==> config.mk <==
export PLATFORM = sky130hd
export DESIGN_NAME = art_finish
export DESIGN_NICKNAME = d
export VERILOG_FILES = /design/src/art_pkg.sv /design/src/art_finish.sv
export SDC_FILE = /design/constraint.sdc
export NUM_CORES = 1
export LEC_CHECK = 0
export ABC_AREA = 1
export BUFFER_PORTS_ARGS = -buffer_cell sky130_fd_sc_hd__buf_4
export CAP_MARGIN = 20
export CORE_MARGIN = 10
export CORE_UTILIZATION = 40
export DETAILED_ROUTE_END_ITERATION = 8
export PLACE_DENSITY_LB_ADDON = 0.2
export SLEW_MARGIN = 20
export SYNTH_ARGS = -nofsm -noshare
export SYNTH_HDL_FRONTEND = slang
export SYNTH_SLANG_ARGS = --single-unit
==> constraint.sdc <==
create_clock -name clock -period 3.25 [get_ports clock]
set_input_delay 0 -clock clock [delete_from_list [all_inputs] [get_ports clock]]
set_output_delay 0 -clock clock [all_outputs]
set_load 0.01 [all_outputs]
==> src/art_pkg.sv <==
// shared types and codes for the address range region table
// used by every module of the block and by its checker
package art_pkg;

   localparam int ADDRESS_BITS = 48;
   localparam int TAG_BITS = 8;
   localparam int TABLE_ENTRIES_DEFAULT = 16;

   localparam logic [1:0] OP_INSERT = 2'd0;
   localparam logic [1:0] OP_REMOVE = 2'd1;
   localparam logic [1:0] OP_LOOKUP = 2'd2;

   localparam logic [1:0] ST_OK = 2'd0;
   localparam logic [1:0] ST_MISS = 2'd1;
   localparam logic [1:0] ST_FULL = 2'd2;
   localparam logic [1:0] ST_DUP = 2'd3;

   typedef struct packed {
      logic [1:0] operation;
      logic [ADDRESS_BITS-1:0] address;
      logic [ADDRESS_BITS-1:0] region_size;
      logic [TAG_BITS-1:0] region_tag;
   } req_type;

   typedef struct packed {
      logic [1:0] status;
      logic [ADDRESS_BITS-1:0] found_base;
      logic [ADDRESS_BITS-1:0] found_size;
      logic [TAG_BITS-1:0] found_tag;
   } rsp_type;

   typedef struct packed {
      req_type req;
      logic match_found;
      logic free_found;
      logic best_found;
      logic [ADDRESS_BITS-1:0] best_base;
      logic [ADDRESS_BITS-1:0] best_len;
      logic [TAG_BITS-1:0] best_tag;
   } token_type;

   typedef struct packed {
      logic write;
      logic clear;
      logic [ADDRESS_BITS-1:0] base;
      logic [ADDRESS_BITS-1:0] len;
      logic [TAG_BITS-1:0] tag;
   } commit_type;

   typedef enum logic [1:0] {
      ART_IDLE,
      ART_WALK,
      ART_RESP
   } state_type;

endpackage

==> src/art_finish.sv <==
// end of the cell row: decides status, issues the table update, holds the response
// depends on art_pkg
module art_finish #(
   parameter int TABLE_ENTRIES = art_pkg::TABLE_ENTRIES_DEFAULT,
   localparam int IDX_BITS = $clog2(TABLE_ENTRIES)
) (
   input  logic clock,
   input  logic tail_valid,
   input  art_pkg::token_type tail_tok,
   input  logic [IDX_BITS-1:0] tail_midx,
   input  logic [IDX_BITS-1:0] tail_fidx,
   output art_pkg::commit_type commit,
   output logic [IDX_BITS-1:0] commit_idx,
   output art_pkg::rsp_type rsp_payload
);

   art_pkg::rsp_type rsp_ff, rsp_in;
   logic [art_pkg::ADDRESS_BITS:0] limit;
   logic hit;

   assign limit = {1'b0, tail_tok.best_base} + {1'b0, tail_tok.best_len};
   assign hit = tail_tok.req.address != '0 && tail_tok.best_found &&
                {1'b0, tail_tok.req.address} < limit;

   always_comb begin
      rsp_in = '0;
      rsp_in.status = art_pkg::ST_MISS;
      commit = '0;
      commit.base = tail_tok.req.address;
      commit.len = tail_tok.req.region_size;
      commit.tag = tail_tok.req.region_tag;
      commit_idx = tail_fidx;
      case (tail_tok.req.operation)
         art_pkg::OP_INSERT: begin
            if (tail_tok.match_found) begin
               rsp_in.status = art_pkg::ST_DUP;
            end else if (tail_tok.free_found) begin
               rsp_in.status = art_pkg::ST_OK;
               commit.write = tail_valid;
            end else begin
               rsp_in.status = art_pkg::ST_FULL;
            end
         end
         art_pkg::OP_REMOVE: begin
            commit_idx = tail_midx;
            if (tail_tok.match_found) begin
               rsp_in.status = art_pkg::ST_OK;
               commit.clear = tail_valid;
            end
         end
         art_pkg::OP_LOOKUP: begin
            if (hit) begin
               rsp_in.status = art_pkg::ST_OK;
               rsp_in.found_base = tail_tok.best_base;
               rsp_in.found_size = tail_tok.best_len;
               rsp_in.found_tag = tail_tok.best_tag;
            end
         end
         default: begin
            rsp_in.status = art_pkg::ST_MISS;
         end
      endcase
   end

   always_ff @(posedge clock) begin
      if (tail_valid) begin
         rsp_ff <= rsp_in;
      end
   end

   assign rsp_payload = rsp_ff;

endmodule

==> results of run 1 <==
==> final cells by class <==
class	instances	share of cell area, %
inverter	180	4.25
multi-input combinational	759	37.7
clock buffer	9	1.42
sequential	106	20.0
timing repair buffer	638	33.5
clock inverter	7	0.583
antenna	2	0.0315
tap	319	2.51
==> per-layer routing <==
layer	part of all wire (%)	vias up	track usage, %
li1	-	4787	-
met1	39	4556	28.3
met2	50	374	43.4
met3	7.6	85	5.94
met4	3.5	0	9.36
met5	0	-	0
==> power groups by stage <==
stage          clock [uW]  sequential (uW)  combinational, uW
3_5_place_dp            0             1660               1970
6_report             1200             1640               2530
4_1_cts              1220             1630               2300
5_1_grt              1260             1640               2730
2_1_floorplan           0             1720               1020
3_3_place_gp            0             1660               1960
==> cells in the final DEF (no fill, tap or decap), drive strengths merged, types with 2 or more instances in the layout <==
cell type | Yosys | layout
clkinv | 0 | 3
nor4 | 20 | 20
nand3b | 4 | 4
o21a | 7 | 7
mux2 | 4 | 4
a21oi | 88 | 88
a21boi | 2 | 2
nand3 | 31 | 31
nand4 | 10 | 10
and2 | 2 | 2
xnor2 | 26 | 26
nor3 | 12 | 12
diode | 0 | 2
edfxtp | 106 | 106
a31oi | 3 | 3
ha | 95 | 95
nand2 | 181 | 182
xor2 | 14 | 14
buf | 115 | 540
nor2 | 189 | 189
a31o | 2 | 2
a21o | 13 | 13
clkbuf | 0 | 9
inv | 180 | 183
o21ai | 42 | 42
o21bai | 5 | 5
a211oi | 5 | 5
dlygate4sd3 | 0 | 98
==> cell families (layout without fill, tap and decap cells) <==
family,count (synthesis),count (layout),synth area share (%)
adder cells (fa/ha/maj),96,96,12.5
other,0,2,0
multiplexers,4,4,0.466
AO/OA/AOI/OAI,169,169,9.79
buffers and inverters,295,834,16.6
flip-flops,106,106,32.9
AND/OR/NAND/NOR,449,450,24.1
XOR/XNOR,40,40,3.62
==> synthesized netlist by cell type, drive strengths merged (2+ instances only) <==
master	count	area, um2
nor2	189	1170
ha	95	1190
nor3	12	75.1
and2	2	12.5
a21o	13	97.6
a211oi	5	37.5
o21a	7	52.6
o21bai	5	37.5
buf	115	932
nand4	10	62.6
a31o	2	17.5
a21oi	88	444
a31oi	3	18.8
xnor2	26	228
mux2	4	45.0
xor2	14	123
nand3	31	155
edfxtp	106	3180
nor4	20	131
inv	180	676
o21ai	42	210
a21boi	2	15.0
nand3b	4	30.0
nand2	181	699
==> through the flow <==
stage,total power (uW),worst slack [ns]
global route,5640,-0.153
detailed placement,3640,-0.669
CTS,5160,-0.0173
floorplan,2740,0.0434
global placement,3620,-0.649
finish,5370,-0.00744
==> worst min-delay path, stage by stage <==
cell	delay, ns
buf_4	0.09
inv_1	0.05
nor2_4	0.08
==> final timing paths <==
kind                startpoint                       endpoint  cells after the start
hold / removal    tail_tok[35]  rsp_payload[35]$_SDFFCE_PN0P_                      3
setup / recovery  tail_tok[41]  rsp_payload[35]$_SDFFCE_PN0P_                     23
==> repair_timing <==
action,CTS,global route
endpoints found under the hold margin,98,1
resized for setup,119,132
pin swaps,61,51
setup endpoints to repair,105,104
setup buffers,26,7
cloned,6,0
==> run metrics, run 1 <==
Starting DRT DRC Count 628; kind of cell adding the most delay to the critical path simple AND/OR/NAND/NOR gates; starting density of the core 41.0%; CP peak stage delay 0.37 ns; Mapped Area 9680 um2; RSZ-0062 raised after global routing true; register area share after synthesis 32.9%; Clk pwr share 22.4%; Clock Tree Buf Depth 2; Yosys cell types 39; Clock transition at path regs 0.07 ns; Comb power frac 47.1%; layout net count 2013; WS Path Type primary input to flop; clock sink total 106; worst vdd ir 0.000242 V; maximum clock rate 0.307 GHz; Avg WL per Cell 20.0 um; Cells after Synth 1159; Avg Inst Size Synth 8.35 um2; area of the multi-input gates 5980 um2; share of layout cells above drive strength 1 47.7%; number of fill cells in the layout 1874; fin crit period 3.26 ns; Slew Viols, Final 0; cts bufs inserted 9; GRT Total Usage 24.6%; CTS Root Buffer Type clkbuf_16; Worst Path Buf+Inv 8; share of flip-flops with an asynchronous set or reset 0%; final worst slack -0.00744 ns; final period utilization 100%; DR vias 9802; storage element area 3180 um2; Worst Path Required 3.37 ns; crit-path cells buf_4 > ha_1 > buf_4 > buf_4 > nand2_1 > buf_4 > nor2_1 > inv_1 > nor4_1 > nand3_1 > nand4_1 > xnor2_1 > ha_1 > nand2_1 > nor3_2 > nand2_1 > nand2_2 > nand2_4 > nand2_8 > buf_12 > buf_12 > buf_16 > nor2_4; worst min path class primary input to flop; max reg flops 106; Pleak 0.00738 uW; core area 23600 um2; Syn Nets 1478; P_sw 1890 uW; warnings from Yosys 0; status finished, violations left; nature of the critical path startpoint primary input; failing checks negative hold slack, negative setup slack; first-pass GRT wire length 59000 um; vias per cell 4.85; Hold Fails Final Rpt 1; Critical Path AT 3.38 ns; Worst Tran Pin Value 0.736 ns; die width 176 um; Port Buffer Count 326; die area 30800 um2; Crit-path slowest cell nor4_1; Final Non-Filler Cells 2020; pwr dens 338 nW/um2; Post-synth EDFFs 106; Die H 176 um; Hold Buf Count CTS 98; Synth Flop Type edfxtp_1; Layout area overhead 64.2%; # DRC 0; crit path max fanout 6; internal cell power 3480 uW; Worst Hold Slack -0.0170 ns; DRT antenna net count 0; GRT overflow 0; Switching Fraction 35.2%; CTS tree yes; largest net degree at the start of global routing 58; Setup violations, final 6; Seq cells post-synth 106; 1st-pass router iterations 6; GP Congestion 0.984; initial antenna violation count 2; number of global-route vias before repair 10200; DP Wirelength 31800 um; Setup TNS Final -0.0177 ns; number of primary I/O pins 439; Max-slew headroom 50.9%; H-tree depth 3; CP Capture Type flop; Placed Cells incl. Taps 1872; Total Wirelength 40400 um; maxcap violations 0; fin area 15900 um2; Core Util, Final 67.3%; row count 56; Sequential Power Share 30.5%; most frequent CP cell buf_4; DP Area 13000 um2
Power figures use the tool's default switching activity.
==> run 2: changes to the inputs <==
- CELL_PAD_IN_SITES_DETAIL_PLACEMENT: not set -> 1
- CELL_PAD_IN_SITES_GLOBAL_PLACEMENT: not set -> 2
- CORE_UTILIZATION: 40 -> 24
- clock period: 3.25 -> 2.7 ns (I/O delays scaled with it)
==> run metrics, run 2 (same netlist as run 1, synthesis figures left out) <==
Total Wirelength 44300 um; final worst slack -0.512 ns; GRT overflow 0; vias per cell 4.36; status finished, violations left; commonest non-fill, non-tap cell in the layout buf_4; fin crit period 3.21 ns; crit path max fanout 4; clock sink total 106; DRT antenna net count 0; WHS Endpoint commit[22]; hold path cells 0; hold path startpoint tail_tok[129]; failing checks negative setup slack; Worst Hold Slack 0.00000393 ns; crit-path cells buf_4 > ha_1 > buf_4 > buf_4 > a21oi_2 > o21ai_0 > o21bai_1 > a211oi_2 > nand3_2 > xnor2_2 > ha_1 > inv_1 > nor3_2 > nand2_1 > nand2_2 > nand2_4 > buf_12 > nand2_8 > buf_12 > clkbuf_16 > nor2_4; core area 39800 um2; GP Congestion 0.868; max reg flops 106; Avg WL per Cell 19.4 um; Hold Fails Final Rpt 0; share of layout cells above drive strength 1 52.0%; DR vias 9973; first-pass GRT wire length 64800 um; Worst Tran Pin Value 0.695 ns; RSZ-0062 raised after global routing true; DP Wirelength 35500 um; cts bufs inserted 9; row count 73; H-tree depth 3; Starting DRT DRC Count 373; Crit-path slowest cell ha_1; Setup violations, final 105; Critical Path AT 3.36 ns; most frequent CP cell buf_4; Pleak 0.00776 uW; maxcap violations 0; Slew Viols, Final 0; nature of the critical path startpoint primary input; GRT Total Usage 17.7%; worst vdd ir 0.000324 V; starting density of the core 24.3%; CP Capture Type flop; worst min path class primary input to primary output; CTS tree yes; Worst Path Required 2.85 ns; 1st-pass router iterations 4; worst slack, placed -1.33 ns; die width 221 um; Die H 221 um; pwr dens 391 nW/um2; Setup TNS Final -47.00 ns; number of fill cells in the layout 4697; CP peak stage delay 0.32 ns; layout net count 2074; number of primary I/O pins 439; maximum clock rate 0.311 GHz; Port Buffer Count 326; final period utilization 119%; Clock Tree Buf Depth 2; largest net degree at the start of global routing 67; number of global-route vias before repair 10900; most frequent cells in the layout buf_4 (566), inv_1 (169), nand2_1 (142); die area 48700 um2; overall power 6580 uW; Clock transition at path regs 0.07 ns; Layout area overhead 73.8%; WS Path Type primary input to flop; CTS Root Buffer Type clkbuf_16; # DRC 0; Max-slew headroom 53.7%; initial antenna violation count 1
run 2: cell count changes in the layout (fill, tap and decap cells not counted), moves of 6 or more:
| cell | change |
|---|---|
| buf_4 | +62 |
| nor2_1 | -35 |
| nor2_2 | +29 |
| buf_12 | +8 |
| o21ai_1 | -8 |
| buf_6 | -7 |
| nor2_4 | +6 |
run 2: worst max-delay path, delay by kind of cell:
kind	cells	cell delay [ns]
adder cells (fa/ha/maj)	2	0.64
AND/OR/NAND/NOR	7	0.78
AO/OA/AOI/OAI	4	0.82
XOR/XNOR	1	0.18
buffers and inverters	7	0.92
run 2: through the flow:
step	std cells	area (um2)	util [%]
6_report	2286	16800	42.2
5_1_grt	2286	16800	42.2
3_3_place_gp	2137	13800	34.7
4_1_cts	2272	16100	40.3
2_1_floorplan	1159	9740	-
3_5_place_dp	2137	13800	34.7
run 2: cell type report:
class	instances	area [um2]	area share, %
tap	525	657	3.91
sequential	106	3180	18.9
timing repair buffer	699	5880	34.9
multi-input combinational	759	6110	36.4
clock buffer	9	225	1.34
antenna	1	2.50	0.0149
inverter	180	676	4.02
clock inverter	7	81.3	0.484
run 2: power by group:
group / internal (uW) / switching (uW)
clock: 738 / 700
combinational: 1580 / 1600
sequential: 1930 / 35.7
run 2: worst max path at each step:
stage,from,end,depth (start not counted)
floorplan,tail_tok[8],rsp_payload[57]$_SDFFCE_PN0P_,29
global placement,tail_tok[13],rsp_payload[13]$_SDFFCE_PN0P_,26
detailed placement,tail_tok[25],rsp_payload[81]$_SDFFCE_PN0P_,23
CTS,tail_tok[56],rsp_payload[74]$_SDFFCE_PN0P_,30
global route,tail_tok[10],rsp_payload[27]$_SDFFCE_PN0P_,27
finish,tail_tok[41],rsp_payload[16]$_SDFFCE_PN0P_,21
run 2: metal layers:
layer	wire length, um	track usage [%]	vias up
met5	0	0	-
met4	1030	5.42	0
met3	2320	3.61	64
met2	21400	29.7	257
met1	19600	22.3	4750
li1	-	-	4902
run 2: repair_timing:
| item | in CTS | in global routing |
|---|---|---|
| cloned | 3 | 4 |
| resized for setup | 149 | 138 |
| hold buffers | 94 | 0 |
| setup buffers | 24 | 11 |
| setup endpoints to repair | 105 | 105 |
| hold endpoints to repair | 93 | 0 |
| pin swaps | 16 | 42 |
