File: src/art_pkg.sv
// shared types and codes for the address range region table
// used by every module of the block and by its checker
package art_pkg;

   localparam int ADDRESS_BITS = 48;
   localparam int TAG_BITS = 8;
   localparam int TABLE_ENTRIES_DEFAULT = 16;

   localparam logic [1:0] OP_INSERT = 2'd0;
   localparam logic [1:0] OP_REMOVE = 2'd1;
   localparam logic [1:0] OP_LOOKUP = 2'd2;

   localparam logic [1:0] ST_OK = 2'd0;
   localparam logic [1:0] ST_MISS = 2'd1;
   localparam logic [1:0] ST_FULL = 2'd2;
   localparam logic [1:0] ST_DUP = 2'd3;

   typedef struct packed {
      logic [1:0] operation;
      logic [ADDRESS_BITS-1:0] address;
      logic [ADDRESS_BITS-1:0] region_size;
      logic [TAG_BITS-1:0] region_tag;
   } req_type;

   typedef struct packed {
      logic [1:0] status;
      logic [ADDRESS_BITS-1:0] found_base;
      logic [ADDRESS_BITS-1:0] found_size;
      logic [TAG_BITS-1:0] found_tag;
   } rsp_type;

   typedef struct packed {
      req_type req;
      logic match_found;
      logic free_found;
      logic best_found;
      logic [ADDRESS_BITS-1:0] best_base;
      logic [ADDRESS_BITS-1:0] best_len;
      logic [TAG_BITS-1:0] best_tag;
   } token_type;

   typedef struct packed {
      logic write;
      logic clear;
      logic [ADDRESS_BITS-1:0] base;
      logic [ADDRESS_BITS-1:0] len;
      logic [TAG_BITS-1:0] tag;
   } commit_type;

   typedef enum logic [1:0] {
      ART_IDLE,
      ART_WALK,
      ART_RESP
   } state_type;

endpackage

File: src/art_cell.sv
// one table slot: holds a region and updates the passing search token
// depends on art_pkg
module art_cell #(
   parameter int TABLE_ENTRIES = art_pkg::TABLE_ENTRIES_DEFAULT,
   parameter int CELL_INDEX = 0,
   localparam int IDX_BITS = $clog2(TABLE_ENTRIES)
) (
   input  logic clock,
   input  logic reset,
   input  logic up_valid,
   input  art_pkg::token_type up_tok,
   input  logic [IDX_BITS-1:0] up_midx,
   input  logic [IDX_BITS-1:0] up_fidx,
   input  art_pkg::commit_type commit,
   input  logic [IDX_BITS-1:0] commit_idx,
   output logic dn_valid,
   output art_pkg::token_type dn_tok,
   output logic [IDX_BITS-1:0] dn_midx,
   output logic [IDX_BITS-1:0] dn_fidx
);

   localparam logic [IDX_BITS-1:0] MY_IDX = IDX_BITS'(CELL_INDEX);

   logic valid_ff, valid_in;
   logic [art_pkg::ADDRESS_BITS-1:0] base_ff, len_ff;
   logic [art_pkg::TAG_BITS-1:0] tag_ff;
   logic tvalid_ff;
   art_pkg::token_type tok_ff, tok_in;
   logic [IDX_BITS-1:0] midx_ff, midx_in, fidx_ff, fidx_in;
   logic hit_me;

   assign hit_me = (commit_idx == MY_IDX);

   always_comb begin
      valid_in = valid_ff;
      if (commit.write && hit_me) begin
         valid_in = 1'b1;
      end else if (commit.clear && hit_me) begin
         valid_in = 1'b0;
      end
   end

   always_comb begin
      tok_in = up_tok;
      midx_in = up_midx;
      fidx_in = up_fidx;
      if (valid_ff && base_ff == up_tok.req.address && !up_tok.match_found) begin
         tok_in.match_found = 1'b1;
         midx_in = MY_IDX;
      end
      if (!valid_ff && !up_tok.free_found) begin
         tok_in.free_found = 1'b1;
         fidx_in = MY_IDX;
      end
      if (valid_ff && base_ff <= up_tok.req.address &&
          (!up_tok.best_found || base_ff > up_tok.best_base)) begin
         tok_in.best_found = 1'b1;
         tok_in.best_base = base_ff;
         tok_in.best_len = len_ff;
         tok_in.best_tag = tag_ff;
      end
   end

   always_ff @(posedge clock) begin
      if (reset) begin
         valid_ff <= 1'b0;
         tvalid_ff <= 1'b0;
      end else begin
         valid_ff <= valid_in;
         tvalid_ff <= up_valid;
      end
      if (commit.write && hit_me) begin
         base_ff <= commit.base;
         len_ff <= commit.len;
         tag_ff <= commit.tag;
      end
      if (up_valid) begin
         tok_ff <= tok_in;
         midx_ff <= midx_in;
         fidx_ff <= fidx_in;
      end
   end

   assign dn_valid = tvalid_ff;
   assign dn_tok = tok_ff;
   assign dn_midx = midx_ff;
   assign dn_fidx = fidx_ff;

endmodule

File: config.mk
export PLATFORM = sky130hd
export DESIGN_NAME = art_cell
export DESIGN_NICKNAME = d
export VERILOG_FILES = /design/src/art_pkg.sv /design/src/art_cell.sv
export SDC_FILE = /design/constraint.sdc
export NUM_CORES = 1
export LEC_CHECK = 0
export BUFFER_PORTS_ARGS = -buffer_cell sky130_fd_sc_hd__buf_2
export CORE_AREA = 2 2 219 221
export DETAILED_ROUTE_END_ITERATION = 10
export DIE_AREA = 0 0 221 223
export PLACE_DENSITY_LB_ADDON = 0.08
export SETUP_SLACK_MARGIN = 0.3
export SLEW_MARGIN = 20
export SYNTH_ARGS = -nofsm -noshare
export SYNTH_HDL_FRONTEND = slang
export SYNTH_SLANG_ARGS = --single-unit
export TNS_END_PERCENT = 10
File: constraint.sdc
create_clock -name clock -period 6.2 [get_ports clock]
set_input_delay 0.93 -clock clock [delete_from_list [all_inputs] [get_ports clock]]
set_output_delay 0.93 -clock clock [all_outputs]
set_load 0.1 [all_outputs]
==> impl_metrics.ini, run 1 <==
[sta]
finalMaxSlewViolations = 0
tns_ns = 0
finalHoldViolCount = 0
slew-limit-headroom_pct = 37.27
setup_violations = 0
fmax_ghz = 0.2546
rsz0062_at_grt = no
finClkSkew_ns = 0.02286
fin_crit_sh_pct = 63.34
tightestPinTransition_ns = 0.9410
finalWorstSetupSlack_ns = 2.273
period_needed_ns = 3.927
hold-worst-slack_ns = 0.5337

[global_routing]
antenna_found_initial = 20
overflow = 0
grt_pass1_vias = 9490
grt.total_usage_pct = 16.42
grt_pass1_wl_mm = 60.17
grt_max_degree = 119

[finish]
fin_area_mm2 = 0.01839
final_cells = 2055
mostFrequentLayoutCells = 554 x buf_2, 325 x edfxtp_1, 99 x inv_1, 96 x ha_1, 60 x mux2_1
area_growth_pct = 34.83
layout-drive-gt1-share_pct = 45.89
final_common_cell = buf_2
fillCellCount = 4565
final_nets = 1836

[worst_hold_path]
hp-start = len_ff[44]$_DFFE_PP_
whs_path_depth = 1
whs_endpoint = dn_tok[52]$_DFFE_PP_
hold_path.class = reg2reg

[routing]
route.detailed.drc = 0
routed_wl_mm = 41.49
first_pass_iters = 6
ant_nets = 0
drt-initial-drc-count = 421
vias_per_cell = 4.370
vias = 8981
wl_per_cell_um = 20.19

[yosys]
synth_fp_nets = 1247
ys_warn_count = 0
yosys.cell_types.count = 34
synthCells = 817
ys_ff_latch = 327
synth_edf_count = 325
synth_async_sr_flop_share_pct = 0
syn-cell-area_mm2 = 0.01364
synth-main-ff-cell = edfxtp_1
avgSynthCellArea_um2 = 16.69
synth-seq-area-share_pct = 71.85

[die]
start_util_pct = 28.93
die_w_um = 221
core_mm2 = 0.04715
dieHeight_um = 223
die_area_mm2 = 0.04928
io_pins = 556
rows = 80

[clock_tree]
cts_tree = done
h-tree-depth = 2
numCtsBuffers = 38
post-cts-setup-buffer-count = 0
path_clk_slew_ns = 0.06
clk_latency_ns = 0.55
cts_root_buf = clkbuf_16
clkSinkCount = 327
clock_path_buffers = 3
cts_resized = 0
hold_buffers = 0

[run]
cap_violations = 0

[outcome]
status = complete, no violations

[critical_path]
startpoint_type = input pin
r2r_start = base_ff[37]$_DFFE_PP_
path_max_fanout = 43
crit_required_ns = 6.48
worstSetupPathType = in2reg
reg2reg_depth = 9
cp-end-kind = flip-flop
crit_chain = buf_2, inv_1, ha_1, a21oi_1, o21ai_0, a221o_1, a211oi_1, o211ai_1, a22oi_4, buf_4, mux2_2
cp_slowest_cell = a211oi_1
rrSetupSlack_ns = 2.36
crit_arrival_ns = 4.21
slowest_delay_ns = 0.60
r2r_end = dn_tok[24]$_DFFE_PP_

[place]
dp.cells = 1981
place_ws_ns = 1.700
portBuffers = 555
hpwlAfterDp_mm = 31.97
place_congestion = 0.7988
place_area_mm2 = 0.01716

[power_and_ir_drop]
power.leakage_nw = 7.902
p_per_area_mw_per_mm2 = 323.4
ir_drop_v = 0.0001783
## worst max-delay path by stage
stage	from	slack, ns	cells after the start	end
after global placement	up_tok[200]	1.76	11	dn_tok[39]$_DFFE_PP_
after floorplan	commit_idx[1]	2.02	2	base_ff[0]$_DFFE_PP_
after detailed placement	up_tok[200]	1.70	11	dn_tok[37]$_DFFE_PP_
final	up_tok[200]	2.27	11	dn_tok[24]$_DFFE_PP_
after global routing	up_tok[200]	2.12	11	dn_tok[26]$_DFFE_PP_
after CTS	up_tok[200]	2.27	11	dn_tok[3]$_DFFE_PP_
## area by class of cell
| class | instances | area, um2 | area share (%) |
|---|---|---|---|
| sequential | 327 | 9799 | 53.29 |
| inverter | 99 | 371.6 | 2.021 |
| timing repair buffer | 560 | 2850 | 15.50 |
| clock inverter | 20 | 202.7 | 1.102 |
| multi-input combinational | 380 | 3372 | 18.34 |
| antenna | 6 | 15.01 | 0.08164 |
| clock buffer | 48 | 1010 | 5.491 |
| tap | 615 | 769.5 | 4.184 |
## power by group
group	switching [mW]	leakage (nW)	total [mW]	internal, mW
Combinational	0.923	4.20	1.13	0.211
Sequential	0.0315	3.12	2.60	2.57
Clock	0.895	0.585	2.22	1.32
Total	1.85	7.90	5.95	4.10
## kinds of logic (layout without fill, tap and decap cells)
kind of cell / after synthesis / after routing / share of synthesized area [%]
multiplexers: 104 / 104 / 8.586
AO/OA/AOI/OAI: 79 / 79 / 3.587
AND/OR/NAND/NOR: 101 / 101 / 3.724
buffers and inverters: 110 / 727 / 3.449
other: 0 / 6 / 0
flip-flops: 327 / 327 / 71.85
adder cells (fa/ha/maj): 96 / 96 / 8.807
## stage by stage
stage | total power [mW] | utilization (%)
finish | 5.946 | 39.01
global route | 6.169 | 38.98
CTS | 6.045 | 38.98
detailed placement | 3.788 | 36.40
global placement | 3.784 | 36.40
floorplan | 3.497 | -
## worst max-delay path: cells and delay by family
| family | cells | cell delay [ns] |
|---|---|---|
| AOI/OAI and AO/OA | 6 | 1.83 |
| adders and majority gates | 1 | 0.30 |
| buffers and inverters | 3 | 0.66 |
| muxes | 1 | 0.41 |
## flip-flops by register name, indices dropped and copies added, names as in the netlist
register and cells:
base_ff 48, dn_midx 4, len_ff 48, dn_valid 1, tag_ff 8, valid_ff 1
dn_fidx 4, dn_tok 213
## synthesized netlist by cell type, drive strengths merged (2+ instances only)
library cell / n / area (um2)
nand3: 9 / 45.04
mux2: 104 / 1171
a21o: 5 / 37.54
nand2b: 4 / 25.02
nor2b: 9 / 56.30
dfxtp: 2 / 40.04
ha: 96 / 1201
a221o: 3 / 30.03
inv: 99 / 371.6
o21ai: 13 / 65.06
a21oi: 43 / 215.2
a211oi: 2 / 15.01
nor3: 4 / 25.02
o2bb2ai: 2 / 17.52
nand2: 32 / 120.1
edfxtp: 325 / 9759
buf: 11 / 98.85
nor2: 14 / 52.55
a221oi: 2 / 17.52
nor4: 6 / 37.54
nand4: 20 / 125.1
o21a: 3 / 22.52
## per-layer routing
layer	part of all wire [%]	routed length, um	global-route usage (%)	up-vias
li1	-	-	-	4284
met2	49	20170	28.00	381
met4	2.6	1073	4.525	22
met3	9.8	4061	7.467	80
met5	0.32	133	0	-
met1	39	16060	18.54	4214
Note: power is estimated with default switching activity, not from simulation.
==> run 2: changes to the inputs <==
clock period = 3.2 ns   (was 6.2 ns; I/O delays follow)
==> run 2 against run 1 <==
Net effect: clock power rose by 87%; first-iteration DRC count decreased by 10%; via count grew 2.6%; utilization is 1.4 points higher; power up 92%; register-to-register slack got worse by 2.2 ns; final cell count increased by 2.7%; clock-buffer cell count up 5; critical path depth down 1; die area unchanged; final area is 3.7% higher; critical path type is now reg2reg.
==> impl_metrics.ini, run 2 (same netlist as run 1, synthesis figures left out) <==
[critical_path]
r2r_start = base_ff[43]$_DFFE_PP_
path_max_fanout = 11
slowest_delay_ns = 0.43
startpoint_type = flip-flop
cp_common_cell = buf_12
worstSetupPathType = reg2reg
cp-end-kind = flip-flop
cp_slowest_cell = edfxtp_1
crit_arrival_ns = 3.34
r2r_end = dn_tok[28]$_DFFE_PP_
crit_required_ns = 3.48
rrSetupSlack_ns = 0.14
reg2reg_depth = 10
crit_chain = ha_1, nand4_1, nor4_2, buf_4, nand2_1, o41a_1, a22oi_4, buf_12, buf_12, mux2_2

[run]
cap_violations = 0

[routing]
vias = 9218
route.detailed.drc = 0
drt-initial-drc-count = 379
wl_per_cell_um = 20.14
vias_per_cell = 4.369
first_pass_iters = 4
ant_nets = 0
routed_wl_mm = 42.49

[clock_tree]
clock_path_buffers = 3
cts_root_buf = clkbuf_16
path_clk_slew_ns = 0.06
numCtsBuffers = 39
h-tree-depth = 2
cts_tree = done
hold_buffers = 0
clkSinkCount = 327
clk_latency_ns = 0.54

[finish]
final_nets = 1890
final_common_cell = buf_2
mostFrequentLayoutCells = 554 x buf_2, 325 x edfxtp_1, 99 x inv_1, 90 x ha_1, 60 x mux2_1
largest_register_ffs = 213
layout-drive-gt1-share_pct = 48.76
area_growth_pct = 39.84
final_cells = 2110
fin_util_pct = 40.46

[sta]
setup_violations = 0
fin_crit_sh_pct = 95.49
slew-limit-headroom_pct = 57.91
finalHoldViolCount = 0
tightestPinTransition_ns = 0.6314
finalMaxSlewViolations = 0
period_needed_ns = 3.056
fmax_ghz = 0.3272
rsz0062_at_grt = yes
hold-worst-slack_ns = 0.1120
finClkSkew_ns = 0.01033

[die]
die_w_um = 221
rows = 80
start_util_pct = 28.93
io_pins = 556
die_area_mm2 = 0.04928
dieHeight_um = 223
core_mm2 = 0.04715

[global_routing]
grt_pass1_vias = 9926
grt_pass1_wl_mm = 62.44
antenna_found_initial = 20
overflow = 0
grt.total_usage_pct = 16.99
grt_max_degree = 60

[place]
place_congestion = 0.7732
hpwlAfterDp_mm = 33.33
portBuffers = 555
dp.cells = 2024

[power_and_ir_drop]
ir_drop_v = 0.0004192
p_per_area_mw_per_mm2 = 599.9
power.leakage_nw = 8.212

[worst_hold_path]
whs_endpoint = dn_valid$_SDFF_PP0_
hold_path.class = in2reg
hp-start = reset
whs_path_depth = 2

[outcome]
status = complete, no violations
run 2: where the power goes:
part,switching (mW),internal (mW)
logic,1.81,0.450
clock network,1.72,2.42
registers,0.0645,4.97
total,3.60,7.84
run 2: worst max path at each step:
stage                           from                     to  slack (ns)  cells past startpoint
2_1_floorplan            up_tok[178]  dn_tok[100]$_DFFE_PP_        0.35                     11
3_3_place_gp             up_tok[209]   dn_tok[80]$_DFFE_PP_       -0.16                     13
3_5_place_dp             up_tok[178]   dn_tok[75]$_DFFE_PP_       -0.18                     12
4_1_cts        base_ff[44]$_DFFE_PP_   dn_tok[28]$_DFFE_PP_         0.1                     11
5_1_grt        base_ff[42]$_DFFE_PP_   dn_tok[52]$_DFFE_PP_       0.009                     10
6_report       base_ff[43]$_DFFE_PP_   dn_tok[28]$_DFFE_PP_        0.14                     10
run 2: area by class of cell:
type,count,area (um2)
clock inverters,17,110.1
fillers,4495,28070
well taps,615,769.5
multi-input cells,380,3501
inverters,99,371.6
repair buffers,613,3436
clock buffers,53,1071
diodes,6,15.01
flip-flops and latches,327,9799
run 2: worst max-delay path: cells and delay by family (launching register included):
family | cells | cell delay [ns]
simple gates | 3 | 0.59
buf+inv | 3 | 0.51
mux | 1 | 0.34
compound gates | 2 | 0.57
flops | 1 | 0.43
fa+ha+maj | 1 | 0.34
run 2: routing by layer:
layer  vias up  GRT usage (%)  wire [um]
met5         -              0        172
met4        26          5.174        812
met3        71          6.598       3754
met2       364          29.50      21260
met1      4365          19.27      16490
li1       4392              -          -
run 2: per-stage QoR:
step	cell area (um2)	setup TNS, ns	setup slack (ns)	power, mW
after floorplan	13640	0	0.3490	6.774
after global placement	17660	-13.76	-0.1599	7.378
after detailed placement	17660	-14.26	-0.1753	7.386
after CTS	18940	0	0.09951	11.60
after global routing	19070	0	0.008841	11.89
final	19070	0	0.1442	11.44
run 2: what timing repair did:
item                                    in CTS  in global routing
buffers inserted                             8                  2
pin swaps                                   11                  4
endpoints found under the setup margin     104                104
gates resized for setup                      7                 12
==> run 3: changes to the inputs <==
ABC_AREA = 1   (was not set)
CORE_AREA = 2 2 216 218   (was 2 2 219 221)
CTS_CLUSTER_DIAMETER = 150   (was not set)
DIE_AREA = 0 0 218 220   (was 0 0 221 223)
==> run 3 against run 2 <==
Net effect: global-route usage rose by 0.54 points; non-clock buffer count is 40 lower; clock power is 9.4% higher; clock skew is 0.011 ns higher; sequential power barely moved; utilization grew 0.94 points; final area decreased by 0.46%; synthesized cell count grew 38%; area after synthesis rose by 2.8%; sequential share of layout area grew 0.24 points; critical path type unchanged; highest routed layer unchanged.
==> impl_metrics.ini, run 3 <==
[outcome]
status = complete, no violations

[critical_path]
crit_arrival_ns = 2.96
reg2reg_depth = 12
slowest_delay_ns = 0.44
crit_required_ns = 3.49
crit_chain = ha_1, nand2_1, nor2_2, nand2_1, nor3b_2, nand2_2, nor2_4, nand2_1, nand3_2, nand2_4, buf_8, or2_2
startpoint_type = flip-flop
path_max_fanout = 25
rrSetupSlack_ns = 0.53
cp_common_cell = nand2_1
cp-end-kind = flip-flop
cp_slowest_cell = edfxtp_1
worstSetupPathType = reg2reg

[yosys]
synth_common_cells = 325 x edfxtp_1, 308 x nand2_1, 128 x inv_1, 112 x nand3_1, 96 x ha_1
syn-cell-area_mm2 = 0.01402
yosys.area.top_type_share_pct = 69.62
yosysTopAreaCell = edfxtp_1
ys_ff_latch = 327
synth_async_sr_flop_share_pct = 0
synth-main-ff-cell = edfxtp_1
synth_fp_nets = 1554
synthTopCellsByArea = edfxtp_1 70%, ha_1 8.6%, nand2_1 8.2%
synthCells = 1124
ys_warn_count = 0
synth-seq-area-share_pct = 69.90
yosys.cell_types.count = 25
avgSynthCellArea_um2 = 12.47
synth_edf_count = 325
yosysMostFrequentCell = edfxtp_1

[routing]
vias_per_cell = 4.354
wl_met2_mm = 22.09
top_layer = met5
first_pass_iters = 5
route.detailed.drc = 0
wl_per_cell_um = 19.01
vias = 10223
drt-initial-drc-count = 512
routed_wl_mm = 44.64
met1_length_mm = 17.87
ant_nets = 0
wl_met3_mm = 3.365

[power_and_ir_drop]
comb_power_share_pct = 19.1
p_per_area_mw_per_mm2 = 623.0
power_frac_clock_pct = 38.4
p_switching_mw = 3.695
power_mw = 11.83
p_seq_share_pct = 42.5
p_sw_share_pct = 31.24
intPower_mw = 8.133
power.leakage_nw = 8.819
ir_drop_v = 0.0004015

[sta]
fmax_ghz = 0.3750
fin_crit_sh_pct = 83.34
setup_violations = 0
finalHoldViolCount = 0
finalMaxSlewViolations = 0
tightestPinTransition_ns = 0.5506
slew-limit-headroom_pct = 63.16
finClkSkew_ns = 0.02094
tns_ns = 0
finalWorstSetupSlack_ns = 0.5330
period_needed_ns = 2.667
rsz0062_at_grt = no

[die]
core_mm2 = 0.04586
die_w_um = 218
rows = 79
die_area_mm2 = 0.04796
io_pins = 556
dieHeight_um = 220
start_util_pct = 30.57

[place]
portBuffers = 555
place_ws_ns = 0.1217
hpwlAfterDp_mm = 33.23
place_congestion = 0.8105

[run]
cap_violations = 0

[finish]
final_common_cell = buf_2
layout-drive-gt1-share_pct = 36.97
fillCellCount = 4492
mostFrequentLayoutCells = 554 x buf_2, 325 x edfxtp_1, 307 x nand2_1, 127 x inv_1, 112 x nand3_1
area_growth_pct = 35.43
largest_register_ffs = 213
final_nets = 2135

[clock_tree]
clk_latency_ns = 0.55
cts_root_buf = clkbuf_16
hold_buffers = 0
clkSinkCount = 327
h-tree-depth = 2
path_clk_slew_ns = 0.06
numCtsBuffers = 39
clock_path_buffers = 3
cts_tree = done
post-cts-setup-buffer-count = 0

[worst_hold_path]
whs_path_depth = 1
hold_path.class = in2reg

[global_routing]
grt.total_usage_pct = 17.53
grt_pass1_vias = 10048
grt_max_degree = 81
overflow = 0
grt_pass1_wl_mm = 62.40
antenna_found_initial = 17
## run 3: cells by family after synthesis
| group | synth area share, % |
|---|---|
| adders and majority gates | 8.568 |
| AOI/OAI and AO/OA | 2.374 |
| DFF | 69.90 |
| and+or+nand+nor | 14.21 |
| buffers and inverters | 4.945 |
## run 3: worst max-delay path, delay by kind of cell (launching register included)
kind,cells,cell delay [ns]
fa+ha+maj,1,0.33
flops,1,0.44
buf+inv,1,0.20
simple gates,10,1.43
## run 3: final timing paths
path / startpoint / end
min: commit[33] / len_ff[25]$_DFFE_PP_
max reg2reg: base_ff[39]$_DFFE_PP_ / dn_tok[104]$_SDFFCE_PP1P_
min reg2reg: tag_ff[7]$_DFFE_PP_ / dn_tok[7]$_DFFE_PP_
max: base_ff[39]$_DFFE_PP_ / dn_tok[104]$_SDFFCE_PP1P_
## run 3: power by group through the flow
| stage | Clock (mW) | Combinational (mW) | Sequential (mW) |
|---|---|---|---|
| after CTS | 4.69 | 2.28 | 5.04 |
| after detailed placement | 0 | 2.27 | 5.12 |
| after global routing | 4.82 | 2.38 | 5.05 |
| final | 4.54 | 2.26 | 5.03 |
| after global placement | 0 | 2.27 | 5.12 |
| after floorplan | 0 | 0.266 | 6.53 |
## run 3: what timing repair did
action,in CTS,in global routing
cloned,0,1
gates resized for setup,1,11
setup endpoints to repair,3,105
pin swaps,0,1
## run 3: layer usage
layer  up-vias  track usage, %
li1       5052               -
met1      4755           20.90
met2       324           29.76
met3        78           5.452
met4        14           6.395
met5         -               0
## run 3: final cells by class
| cell class | instances | area, um2 | area share [%] |
|---|---|---|---|
| antenna | 10 | 25.02 | 0.1318 |
| multi-input combinational | 635 | 3560 | 18.75 |
| timing repair buffer | 573 | 3063 | 16.13 |
| inverter | 129 | 488.0 | 2.570 |
| tap | 607 | 759.5 | 4.000 |
| clock buffer | 45 | 1020 | 5.371 |
| clock inverter | 22 | 271.5 | 1.430 |
| sequential | 327 | 9799 | 51.61 |
## run 3: per-stage QoR
stage,hold WS (ns),instance area (um2),cells,utilization [%]
floorplan,0.4595,14020,1124,-
global placement,0.5266,17590,2270,38.35
detailed placement,0.5319,17590,2270,38.35
CTS,0.06385,18890,2337,41.18
global route,0.07142,18980,2345,41.38
finish,0.1033,18990,2348,41.40
